<file path="config.mk">
export PLATFORM = sky130hd
export DESIGN_NAME = ceoc_ctrl
export DESIGN_NICKNAME = d
export VERILOG_FILES = /design/src/rtl/ceoc_pkg.sv /design/src/rtl/ceoc_ctrl.sv
export SDC_FILE = /design/constraint.sdc
export NUM_CORES = 1
export LEC_CHECK = 0
export ABC_AREA = 1
export CORE_AREA = 2 2 39 41
export DETAILED_ROUTE_END_ITERATION = 8
export DIE_AREA = 0 0 41 43
export DONT_BUFFER_PORTS = 1
export GPL_TIMING_DRIVEN = 0
export PLACE_DENSITY = 0.39
export SKIP_LAST_GASP = 1
export SLEW_MARGIN = 20
export SYNTH_ARGS = -nofsm -noshare
export SYNTH_HDL_FRONTEND = slang
export SYNTH_SLANG_ARGS = --single-unit
</file>
<file path="constraint.sdc">
create_clock -name clk -period 1.35 [get_ports clk]
set_input_delay 0.27 -clock clk [delete_from_list [all_inputs] [get_ports clk]]
set_output_delay 0.27 -clock clk [all_outputs]
set_load 0.05 [all_outputs]
</file>
<file path="src/rtl/ceoc_pkg.sv">
// Shared constants, codes and control types of the circle edge overlap counter.
package ceoc_pkg;

    // Edge map dimensions.
    localparam int MAX_WIDTH  = 256;
    localparam int MAX_HEIGHT = 256;

    localparam int X_W      = $clog2(MAX_WIDTH);
    localparam int Y_W      = $clog2(MAX_HEIGHT);
    localparam int ADDR_W   = X_W + Y_W;
    localparam int MAP_DEPTH = 2 ** ADDR_W;

    // Coordinates are signed and must hold both the circle points and the image bounds.
    localparam int MAX_DIM  = (MAX_WIDTH > MAX_HEIGHT) ? MAX_WIDTH : MAX_HEIGHT;
    localparam int DIM_BITS = $clog2(MAX_DIM + 1);
    localparam int COORD_W  = (DIM_BITS + 1 > 12) ? DIM_BITS + 1 : 12;

    // Walk variables (dx, dy, error term and its increments) fit in 12 signed bits.
    localparam int WALK_W = 12;

    localparam int CFG_W     = 9;
    localparam int CFG_IDX_W = 1;
    localparam int COUNT_W   = 12;

    localparam logic [COUNT_W-1:0] COUNT_MAX = {COUNT_W{1'b1}};
    localparam logic [CFG_W-1:0]   CFG_RESET = 9'd256;

    // Configuration register indexes.
    localparam logic [CFG_IDX_W-1:0] CFG_WIDTH_IN_USE  = 1'b0;
    localparam logic [CFG_IDX_W-1:0] CFG_HEIGHT_IN_USE = 1'b1;

    // Request codes.
    localparam logic REQ_LOAD  = 1'b0;
    localparam logic REQ_QUERY = 1'b1;

    // Commands from the controller to the datapath.
    typedef struct packed {
        logic start;      // latch the beat and reset the walk and the counts
        logic map_write;  // write the pixel flag of a load beat
        logic step;       // probe the current octant point and advance
        logic capture;    // move the counts into the output register
    } cmd_t;

    // Status from the datapath to the controller.
    typedef struct packed {
        logic walk_go;      // dx >= dy
        logic point_first;  // next probe is the first of a step
    } status_t;

endpackage

</file>
<file path="src/rtl/ceoc_ctrl.sv">
// Controller state machine of the circle edge overlap counter.
module ceoc_ctrl
(
    input  logic              clk,
    input  logic              rst_n,
    input  logic              in_valid,
    output logic              in_ready,
    input  logic              req_type,
    output logic              out_valid,
    input  logic              out_ready,
    input  ceoc_pkg::status_t status,
    output ceoc_pkg::cmd_t    cmd
);

    localparam logic [1:0] ST_IDLE = 2'd0;
    localparam logic [1:0] ST_WALK = 2'd1;
    localparam logic [1:0] ST_FIN  = 2'd2;

    logic [1:0] state_reg;
    logic [1:0] state_next;
    logic       out_valid_reg;
    logic       out_valid_next;

    always_comb
    begin
        state_next    = state_reg;
        cmd           = '0;
        in_ready      = 1'b0;
        unique case (state_reg)
            ST_IDLE:
            begin
                in_ready = 1'b1;
                if (in_valid)
                begin
                    cmd.start     = 1'b1;
                    cmd.map_write = (req_type == ceoc_pkg::REQ_LOAD);
                    state_next    = (req_type == ceoc_pkg::REQ_QUERY) ? ST_WALK : ST_FIN;
                end
            end
            ST_WALK:
            begin
                if (status.point_first && !status.walk_go)
                begin
                    state_next = ST_FIN;
                end
                else
                begin
                    cmd.step = 1'b1;
                end
            end
            ST_FIN:
            begin
                if (!out_valid_reg || out_ready)
                begin
                    cmd.capture = 1'b1;
                    state_next  = ST_IDLE;
                end
            end
            default:
            begin
                state_next = ST_IDLE;
            end
        endcase
        out_valid_next = cmd.capture ? 1'b1 : (out_ready ? 1'b0 : out_valid_reg);
    end

    always_ff @(posedge clk or negedge rst_n)
    begin
        if (!rst_n)
        begin
            state_reg     <= ST_IDLE;
            out_valid_reg <= 1'b0;
        end
        else
        begin
            state_reg     <= state_next;
            out_valid_reg <= out_valid_next;
        end
    end

    assign out_valid = out_valid_reg;

endmodule

</file>
### Yosys cells after proc, flatten, opt, wreduce, memory -nomap -nowiden

Index checks and enable logic that the tools add are counted.

* register bits: 3
* input bits: 7
* output and inout bits: 6
* logic and storage cells: 29

* equality and inequality tests: 5
* mux-type cells: 14
* bitwise logic cells: 1
* reductions and logical operators: 7

Operators with widths (count)
* $mux W2: 6
* $mux W1: 7
* $ne A2 B2 Y1 const B: 3
* $pmux W2 S3: 1
* $reduce_and A3 Y1: 1
* $eq A2 B1 Y1 const B: 1
* $eq A2 B2 Y1 const B: 1
* $logic_not A1 Y1: 2
* $logic_not A2 Y1: 1
* $reduce_bool A2 Y1: 1
* $logic_and A1 B1 Y1: 1
* $logic_or A1 B1 Y1: 1
* $not A1 Y1: 1

### Depth between registers and ports, before layout

Gate-level depths: netlist (run 1).

* depth after elaboration: 5
* mapped depth: 5
* depth with buffers taken out: 5

### Least setup slack after synthesis (run 1)

No wires, ideal clock.

* kind: reg2out
* from: register state_reg[0]
* to: output cmd[2] (netlist bit)
* arrival time: 1.570 ns
* required time: 1.080 ns
* slack: -0.490 ns
* cell stages (with the launch flop): 4
* path buffers: 0
* cell sequence: dfrtp_1 -> inv_1 -> nand2_1 -> nor3_1

RTL lines
* start, declared: line ceoc_ctrl.sv:19 `logic [1:0] state_reg;`
* start signal, assigned: line ceoc_ctrl.sv:76 `state_reg <= state_next;`
* end, declared: line ceoc_ctrl.sv:12 `output ceoc_pkg::cmd_t cmd`

==> results.json, run 1 <==
{
  "fin_area_sq_um": 334,
  "h-tree-depth": 1,
  "num_vias": 209,
  "grt_pass1_wl_microns": 724,
  "synth_ff_type": "dfrtp_1",
  "worstHoldStart": "out_ready",
  "fin_crit_ns": 1.50,
  "hold_depth": 1,
  "wire_per_inst_microns": 7.96,
  "cts_sinks": 3,
  "chipWidth_microns": 41,
  "synthArstFlopShare_pct": 100,
  "drc": 0,
  "synth_area_leaders": "dfrtp_1 39%, inv_1 16%, nand2_1 14%, nor2_1 14%, o21ai_0 5.2%",
  "rsz0062_at_grt": "yes",
  "layout-drive-gt1-share_pct": 52.5,
  "start_kind": "flip-flop",
  "worstReg2RegEnd": "state_reg[0]$_DFFE_PN0P_",
  "yosysSeqAreaShare_pct": 39.2,
  "finalCritPeriodShare_pct": 111,
  "cp.required_ns": 1.08,
  "area_delta_synth_final_pct": 74.5,
  "grt_max_degree": 4,
  "p_leak_nw": 0.159,
  "clk_pin_slew_worst_paths_ns": 0.04,
  "final_core_util_pct": 24.1,
  "drt_iter0_drc": 0,
  "dp_hpwl_microns": 337,
  "skew_ns": 0.000925,
  "fill_cells": 155,
  "synth_top_area_share_pct": 39.2,
  "setup_viol": 5,
  "syn_inst": 31,
  "hold_class": "in2reg",
  "vdd_drop_max_mv": 0.599,
  "worstPathArrival_ns": 1.23,
  "ant_nets": 0,
  "dieArea_sq_um": 1760,
  "n_antenna_cell": 0,
  "hold_viol": 0,
  "clk_latency_ns": 0.23,
  "regArea_sq_um": 76.3,
  "dpl-instance-area_sq_um": 221,
  "maxSlewViolCount": 0,
  "worstPathMaxFanout": 3,
  "violations": "negative setup slack",
  "dr.pass1.iters": 1,
  "postSynthAreaPerCell_sq_um": 6.18,
  "r2r-start": "state_reg[0]$_DFFE_PN0P_",
  "syn_nets": 38,
  "fp-row-count": 14,
  "end_kind": "primary output",
  "via_per_inst": 3.73,
  "worst_pin_slew_ns": 0.535,
  "place_congestion": 0.589,
  "max-cap-violations": 0,
  "yosysWarnings": 0,
  "power_density_nw_per_um2": 2960,
  "rrSetupSlack_ns": 0.11,
  "overflow": 0,
  "initial_core_util_pct": 13.8,
  "power_uw": 988,
  "worstSetupPathType": "reg2out",
  "grt_pass1_vias": 210,
  "pin_count": 13,
  "timing.fmax_mhz": 668,
  "final_nets": 48,
  "synth_cell_type_count": 9,
  "relSlewSlack_pct": 64.2,
  "cts_made_buffers": 3,
  "holdPathEnd": "out_valid$_DFFE_PN0P_",
  "clock_path_buffers": 2,
  "synthTopCellsByCount": "8 x inv_1, 7 x nand2_1, 7 x nor2_1",
  "drt-total-wl_microns": 446,
  "largest_reg_flops": 2,
  "outcome": "finished with violations",
  "multi_input_area_sq_um": 123,
  "core_area_sq_um": 1380,
  "die-height_microns": 43,
  "root_buffer": "clkbuf_4",
  "yosysTopAreaCell": "dfrtp_1",
  "antenna_found_initial": 0,
  "port_buffers": 0,
  "ys_seq_elements": 3,
  "yosysMostFrequentCell": "inv_1",
  "syn_area_sq_um": 191,
  "track_usage_pct": 6.22,
  "reg2reg_depth": 5,
  "timing.final.ws_setup_ns": -0.146,
  "cts_tree": "done",
  "synth-edff-count": 0
}
==> metal layers <==
metal	vias to the layer above	track usage, %	part of all wire [%]
li1	107	-	-
met1	94	6.43	41
met2	8	9.38	54
met3	0	3.14	5.2
met4	0	4.00	0
met5	-	0	0
==> per-stage QoR <==
stage,std cells,worst slack (ns),hold WS [ns],TNS (ns)
2_1_floorplan,31,-0.0916,-0.0256,-0.0916
3_3_place_gp,47,-0.149,-0.0255,-0.167
3_5_place_dp,47,-0.156,-0.0255,-0.182
4_1_cts,56,-0.203,0.153,-0.530
5_1_grt,56,-0.197,0.145,-0.650
6_report,56,-0.146,0.156,-0.381
==> cells by family (layout without fill, tap and decap cells) <==
family	after synthesis	after routing	share of synthesized area, %
and+or+nand+nor	16	16	33.3
buffers and inverters	9	18	19.6
DFF	3	3	39.2
AOI/OAI and AO/OA	3	3	7.84
==> layout by cell type, fill, tap and decap left out, types with 2 or more instances in the layout <==
cell type	count
nor2_1	2
buf_4	3
nand2_1	5
o21ai_0	2
buf_6	2
inv_1	4
clkbuf_4	3
nor2_2	3
inv_2	3
nor2_4	2
dfrtp_1	2
==> worst max-delay path, stage by stage, from the launching register on <==
cell and delay (ns):
dfrtp_1 0.40, inv_2 0.10, nand2_4 0.07, nor3_4 0.42
==> power by group <==
group	internal (mW)	total (mW)	leakage, nW	switching (mW)
registers	0.134	0.219	0.0366	0.0855
clock network	0.111	0.155	0.0150	0.0440
logic	0.200	0.614	0.108	0.414
==> worst max-delay path by stage <==
stage                     slack (ns)                     start      to  depth (start not counted)
after floorplan                -0.09  state_reg[0]$_DFFE_PN0P_  cmd[2]                          3
after CTS                      -0.20  state_reg[1]$_DFFE_PN0P_  cmd[2]                          3
after detailed placement       -0.16  state_reg[1]$_DFFE_PN0P_  cmd[2]                          3
final                          -0.15  state_reg[1]$_DFFE_PN0P_  cmd[2]                          3
after global placement         -0.15  state_reg[0]$_DFFE_PN0P_  cmd[2]                          3
after global routing           -0.20  state_reg[0]$_DFFE_PN0P_  cmd[0]                          5
==> timing repair <==
action                                 4_1_cts  5_1_grt
endpoints found under the hold margin        3        0
pin swaps                                    7        2
setup buffers                                4        0
gates resized for setup                     14        2
setup endpoints to repair                    6        5
hold buffers                                 1        0
==> cell type report <==
type | count | area share [%]
plain buffers | 1 | 3.37
clock buffers | 4 | 7.87
inverters | 8 | 10.1
multi-input cells | 19 | 36.7
flip-flops and latches | 3 | 22.8
well taps | 16 | 5.99
repair buffers | 5 | 13.1
(Power assumes the default switching activity.)
==> run 2: changes to the inputs <==
- clock period: 1.35 -> 1.5 ns (I/O delays scaled with it)
==> run 2 against run 1 <==
Net effect:
- the flow still finishes with violations (negative setup slack)
- sequential power down 14%
- global-route usage is essentially flat
- core utilization fell by 1.4 points
- combinational power decreased by 19%
- via count is 6.7% lower
- setup slack improved by 0.13 ns
- non-clock buffer count down 2
- cell area shrank 5.6%
- total power decreased by 16%
- final cell count down 3.6%
- clock power shrank 8%
==> results.json, run 2 (synthesized netlist as in run 1, its figures left out) <==
{
  "outcome": "finished with violations",
  "violations": "negative setup slack",
  "worstSetupPathType": "reg2out",
  "holdPathEnd": "out_valid$_DFFE_PN0P_",
  "p_leak_nw": 0.152,
  "hold_class": "in2reg",
  "place_congestion": 0.647,
  "final_core_util_pct": 22.8,
  "cts_sinks": 3,
  "dieArea_sq_um": 1760,
  "crit_chain": "inv_2, nand2_4, nor3_4",
  "setup_viol": 1,
  "path_delay_family": "simple AND/OR/NAND/NOR gates",
  "layout_commonest_cell": "inv_1",
  "drt_iter0_drc": 0,
  "slowest_delay_ns": 0.42,
  "dp_hpwl_microns": 322,
  "rsz0062_at_grt": "yes",
  "fp-row-count": 14,
  "power_density_nw_per_um2": 2630,
  "final_nets": 46,
  "clk_pin_slew_worst_paths_ns": 0.04,
  "regArea_sq_um": 76.3,
  "drt-total-wl_microns": 420,
  "port_buffers": 0,
  "timing.fmax_mhz": 661,
  "drc": 0,
  "dpl-instance-area_sq_um": 216,
  "antenna_found_initial": 0,
  "wire_per_inst_microns": 7.78,
  "clock_path_buffers": 2,
  "r2r-start": "state_reg[1]$_DFFE_PN0P_",
  "seqPwrFrac_pct": 22.9,
  "cp.required_ns": 1.20,
  "track_usage_pct": 6.25,
  "hold_depth": 1,
  "p_sw_uw": 473,
  "vdd_drop_max_mv": 0.670,
  "dp_cells": 47,
  "cts_made_buffers": 3,
  "dr.pass1.iters": 1,
  "area_delta_synth_final_pct": 64.7,
  "finalCritPeriodShare_pct": 101,
  "overflow": 0,
  "h-tree-depth": 1,
  "grt_max_degree": 5,
  "initial_core_util_pct": 13.8,
  "layout-drive-gt1-share_pct": 44.7,
  "ant_nets": 0,
  "relSlewSlack_pct": 64.7,
  "fin_area_sq_um": 315,
  "chipWidth_microns": 41,
  "worst_hold_slack_ns": 0.203,
  "stdcell_count": 54,
  "fin_tns_setup_ns": -0.0127,
  "reg2reg_depth": 5,
  "mostFrequentLayoutCells": "6 x inv_1, 5 x nand2_1, 3 x nor2_2, 3 x clkbuf_4",
  "fill_cells": 158,
  "wl_met1_microns": 186,
  "worstReg2RegEnd": "state_reg[0]$_DFFE_PN0P_",
  "pin_count": 13,
  "grt_pass1_wl_microns": 600,
  "multi_input_area_sq_um": 123,
  "end_kind": "primary output",
  "hold_viol": 0,
  "n_antenna_cell": 0,
  "root_buffer": "clkbuf_4",
  "worstPathMaxFanout": 3,
  "dr_wl_met2_microns": 162,
  "rrSetupSlack_ns": 0.26,
  "timing.final.ws_setup_ns": -0.0127,
  "core_area_sq_um": 1380,
  "p_comb_share_pct": 60.0,
  "maxSlewViolCount": 0,
  "p_int_uw": 355,
  "swShare_pct": 57.1,
  "num_vias": 195,
  "slowest_stage": "nor3_4",
  "clk_latency_ns": 0.23,
  "largest_reg_flops": 2,
  "start_kind": "flip-flop",
  "fin_crit_ns": 1.51,
  "max-cap-violations": 0,
  "pwr-share-clk_pct": 17.1,
  "worstPathArrival_ns": 1.21,
  "cts_tree": "done",
  "wl_met3_microns": 34,
  "via_per_inst": 3.61,
  "die-height_microns": 43,
  "worst_pin_slew_ns": 0.528,
  "worstHoldStart": "out_ready",
  "crit_buf_inv": 1,
  "top_layer": "met4",
  "grt_pass1_vias": 164,
  "skew_ns": 0.000582
}
[run 2: cell types whose count changed in the layout (fill, tap and decap cells not counted), sizes merged]
cell and delta:
buf -2
[run 2: how the worst max path moves through the flow]
stage	cells past startpoint	slack [ns]	endpoint	from
CTS	3	-0.08	cmd[2]	state_reg[1]$_DFFE_PN0P_
detailed placement	4	-0.11	state_reg[0]$_DFFE_PN0P_	state_reg[1]$_DFFE_PN0P_
global route	3	-0.07	cmd[2]	state_reg[1]$_DFFE_PN0P_
finish	3	-0.01	cmd[2]	state_reg[1]$_DFFE_PN0P_
floorplan	4	0.002	state_reg[0]$_DFFE_PN0P_	state_reg[1]$_DFFE_PN0P_
global placement	4	-0.13	state_reg[0]$_DFFE_PN0P_	state_reg[1]$_DFFE_PN0P_
[run 2: area by class of cell]
cell class | count | share of cell area [%]
Buffer | 1 | 3.57
Clock buffer | 4 | 8.33
Inverter | 8 | 10.7
Multi-Input combinational cell | 19 | 38.9
Sequential cell | 3 | 24.2
Tap cell | 16 | 6.35
Timing Repair Buffer | 3 | 7.94
[run 2: per-layer routing]
layer	vias up	global-route usage [%]
met2	11	5.63
met1	76	6.51
met3	4	3.14
li1	104	-
met4	0	12.0
met5	-	0
[run 2: power by group through the flow]
| stage | Sequential (mW) | Clock [mW] | Combinational (mW) |
|---|---|---|---|
| 2_1_floorplan | 0.185 | 0 | 0.331 |
| 3_3_place_gp | 0.191 | 0 | 0.360 |
| 3_5_place_dp | 0.190 | 0 | 0.359 |
| 4_1_cts | 0.190 | 0.148 | 0.470 |
| 5_1_grt | 0.192 | 0.159 | 0.534 |
| 6_report | 0.189 | 0.142 | 0.497 |
[run 2: through the flow]
stage / power, mW / setup slack, ns
after floorplan: 0.516 / 0.00191
after global placement: 0.551 / -0.127
after detailed placement: 0.549 / -0.110
after CTS: 0.808 / -0.0761
after global routing: 0.885 / -0.0704
final: 0.828 / -0.0127
[run 2: timing repair]
action | 4_1_cts | 5_1_grt
pin swaps | 1 | 1
buffers inserted | 2 | 0
endpoints found under the hold margin | 3 | 0
endpoints found under the setup margin | 7 | 3
hold buffers | 1 | 0
resized for setup | 10 | 5
[run 2: worst register-to-register path, stage by stage (launching register included)]
cell and delay [ns]:
dfrtp_1 0.39, buf_4 0.15, nor2_4 0.30, nand2_1 0.13, nand4_1 0.11, nand2_1 0.05
==> run 3: changes to the inputs <==
- ABC_AREA: 1 -> default
- GPL_TIMING_DRIVEN: 0 -> default
- HOLD_SLACK_MARGIN: default -> 0.12
- PLACE_DENSITY: 0.39 -> 0.38
==> run 3 against run 2 <==
Net effect:
- the run still ends with negative setup slack left
- via count decreased by 9.7%
- fmax fell by 0.15%
- critical path depth rose by 1
- synthesized area fell by 6.5%
- highest routed layer is now met3
- flip-flop and latch count did not move
- critical path type unchanged
- sequential power decreased by 7%
- total power up 5.3%
==> results.json, run 3 <==
{
  "yosysTopAreaCell": "dfrtp_1",
  "area_delta_synth_final_pct": 76.9,
  "yosysWarnings": 0,
  "timing.fmax_mhz": 660,
  "pre_cts_slack_ns": 0.217,
  "clk_latency_ns": 0.24,
  "postSynthAreaPerCell_sq_um": 9.94,
  "drt-total-wl_microns": 502,
  "fill_cells": 150,
  "final_nets": 37,
  "syn_nets": 25,
  "via_per_inst": 3.91,
  "root_buffer": "clkbuf_4",
  "end_kind": "primary output",
  "num_vias": 176,
  "clock_path_buffers": 2,
  "grt_pass1_wl_microns": 848,
  "port_buffers": 0,
  "place_congestion": 0.688,
  "regArea_sq_um": 76.3,
  "fin_crit_ns": 1.52,
  "synth_cell_type_count": 14,
  "power_density_nw_per_um2": 2750,
  "max-cap-violations": 0,
  "chipWidth_microns": 41,
  "path_delay_family": "simple AND/OR/NAND/NOR gates",
  "cts_sinks": 3,
  "worst_pin_slew_ns": 0.190,
  "crit_chain": "nor2_4, and2_4, nor2b_4, buf_12",
  "finalCritPeriodShare_pct": 101,
  "track_usage_pct": 8.13,
  "vdd_drop_max_mv": 1.13,
  "grt_max_degree": 5,
  "initial_core_util_pct": 12.9,
  "yosysMostFrequentCell": "dfrtp_1",
  "maxSlewViolCount": 0,
  "multi_input_area_sq_um": 108,
  "fp-row-count": 14,
  "antenna_found_initial": 0,
  "synth_area_leaders": "dfrtp_1 42%, a221oi_2 8.4%, nand2b_1 7.0%, nor2b_1 7.0%, nor3b_2 7.0%",
  "pin_count": 13,
  "ys_seq_elements": 3,
  "slowest_delay_ns": 0.41,
  "synth_ff_type": "dfrtp_1",
  "largest_reg_flops": 2,
  "synthTopCellsByCount": "3 x dfrtp_1, 2 x nand2b_1, 2 x nor2b_1",
  "skew_ns": 0.00245,
  "n_antenna_cell": 0,
  "outcome": "finished with violations",
  "setup_viol": 1,
  "mostFrequentLayoutCells": "5 x buf_4, 3 x clkbuf_4, 2 x nand2b_1, 2 x dfrtp_1",
  "die-height_microns": 43,
  "worstPathMaxFanout": 4,
  "synth-edff-count": 0,
  "core_area_sq_um": 1380,
  "crit_buf_inv": 1,
  "ant_nets": 0,
  "relSlewSlack_pct": 87.4,
  "grt_pass1_vias": 210,
  "cp.required_ns": 1.20,
  "hold_viol": 0,
  "layout_commonest_cell": "buf_4",
  "dr.pass1.iters": 2,
  "final_core_util_pct": 22.9,
  "wire_per_inst_microns": 11.2,
  "synth_top_area_share_pct": 42.0,
  "slowest_stage": "dfrtp_1",
  "dieArea_sq_um": 1760,
  "worstPathArrival_ns": 1.22,
  "h-tree-depth": 1,
  "timing.final.ws_setup_ns": -0.0151,
  "start_kind": "flip-flop",
  "drt_iter0_drc": 4,
  "hold_class": "in2reg",
  "syn_inst": 18,
  "layout-drive-gt1-share_pct": 62.1,
  "p_leak_nw": 0.144,
  "worstSetupPathType": "reg2out",
  "cts_made_buffers": 3,
  "syn_area_sq_um": 179,
  "clk_pin_slew_worst_paths_ns": 0.04,
  "power_uw": 872,
  "violations": "negative setup slack",
  "rsz0062_at_grt": "yes",
  "cts_tree": "done",
  "yosysSeqAreaShare_pct": 42.0,
  "drc": 0,
  "synthArstFlopShare_pct": 100,
  "overflow": 0
}
run 3: path summary, 6_finish.rpt:
path	end	slack (ns)	cells after the start	start
worst max register to register	state_reg[1]$_DFFE_PN0P_	0.35	2	state_reg[0]$_DFFE_PN0P_
worst max-delay path	cmd[2]	-0.02	4	state_reg[0]$_DFFE_PN0P_
worst min-delay path	out_valid$_DFFE_PN0P_	0.17	1	out_ready
min in group asynchronous	state_reg[0]$_DFFE_PN0P_	0.32	1	rst_n
max in group asynchronous	state_reg[1]$_DFFE_PN0P_	1.01	1	rst_n
worst min register to register	out_valid$_DFFE_PN0P_	0.57	2	out_valid$_DFFE_PN0P_
run 3: worst reg2reg max path, cell delays in order, from the launching register on:
cell      delay [ns]
dfrtp_1         0.41
or3_1           0.41
a221oi_2        0.23
run 3: power by group:
part / internal [mW] / leakage [nW] / switching [mW]
logic: 0.208 / 0.0936 / 0.342
clock network: 0.0999 / 0.0150 / 0.0453
registers: 0.123 / 0.0359 / 0.0535
run 3: cells by family (layout without fill, tap and decap cells):
kind of cell,count (synthesis),count (layout),synth area share [%]
compound gates,4,4,18.2
buf+inv,3,14,8.39
simple gates,8,8,31.5
flops,3,3,42.0
run 3: repair_timing:
item	4_1_cts	5_1_grt
hold endpoints to repair	3	0
resized for setup	1	2
setup endpoints to repair	1	2
pin swaps	0	0
setup buffers	1	0
hold buffers	1	0
run 3: routing by layer:
metal	global-route usage [%]	routed length (microns)	vias up
met1	8.68	185	79
met5	0	0	-
met3	11.0	119	0
met4	2.00	0	0
li1	-	-	81
met2	9.38	197	16
run 3: cell type report:
cell class,count,share of cell area [%]
Clock buffer,4,8.30
Inverter,2,2.37
Multi-Input combinational cell,12,34.0
Sequential cell,3,24.1
Tap cell,16,6.32
Timing Repair Buffer,8,24.9
run 3: metrics by stage:
stage                     area (sq um)  hold slack [ns]  std cells  setup TNS (ns)
after global routing               317            0.170         45         -0.0913
after detailed placement           264          0.00452         39               0
after CTS                          309            0.164         45         -0.0287
after global placement             264          0.00450         39               0
after floorplan                    194          0.00441         18          -0.206
final                              317            0.168         45         -0.0151
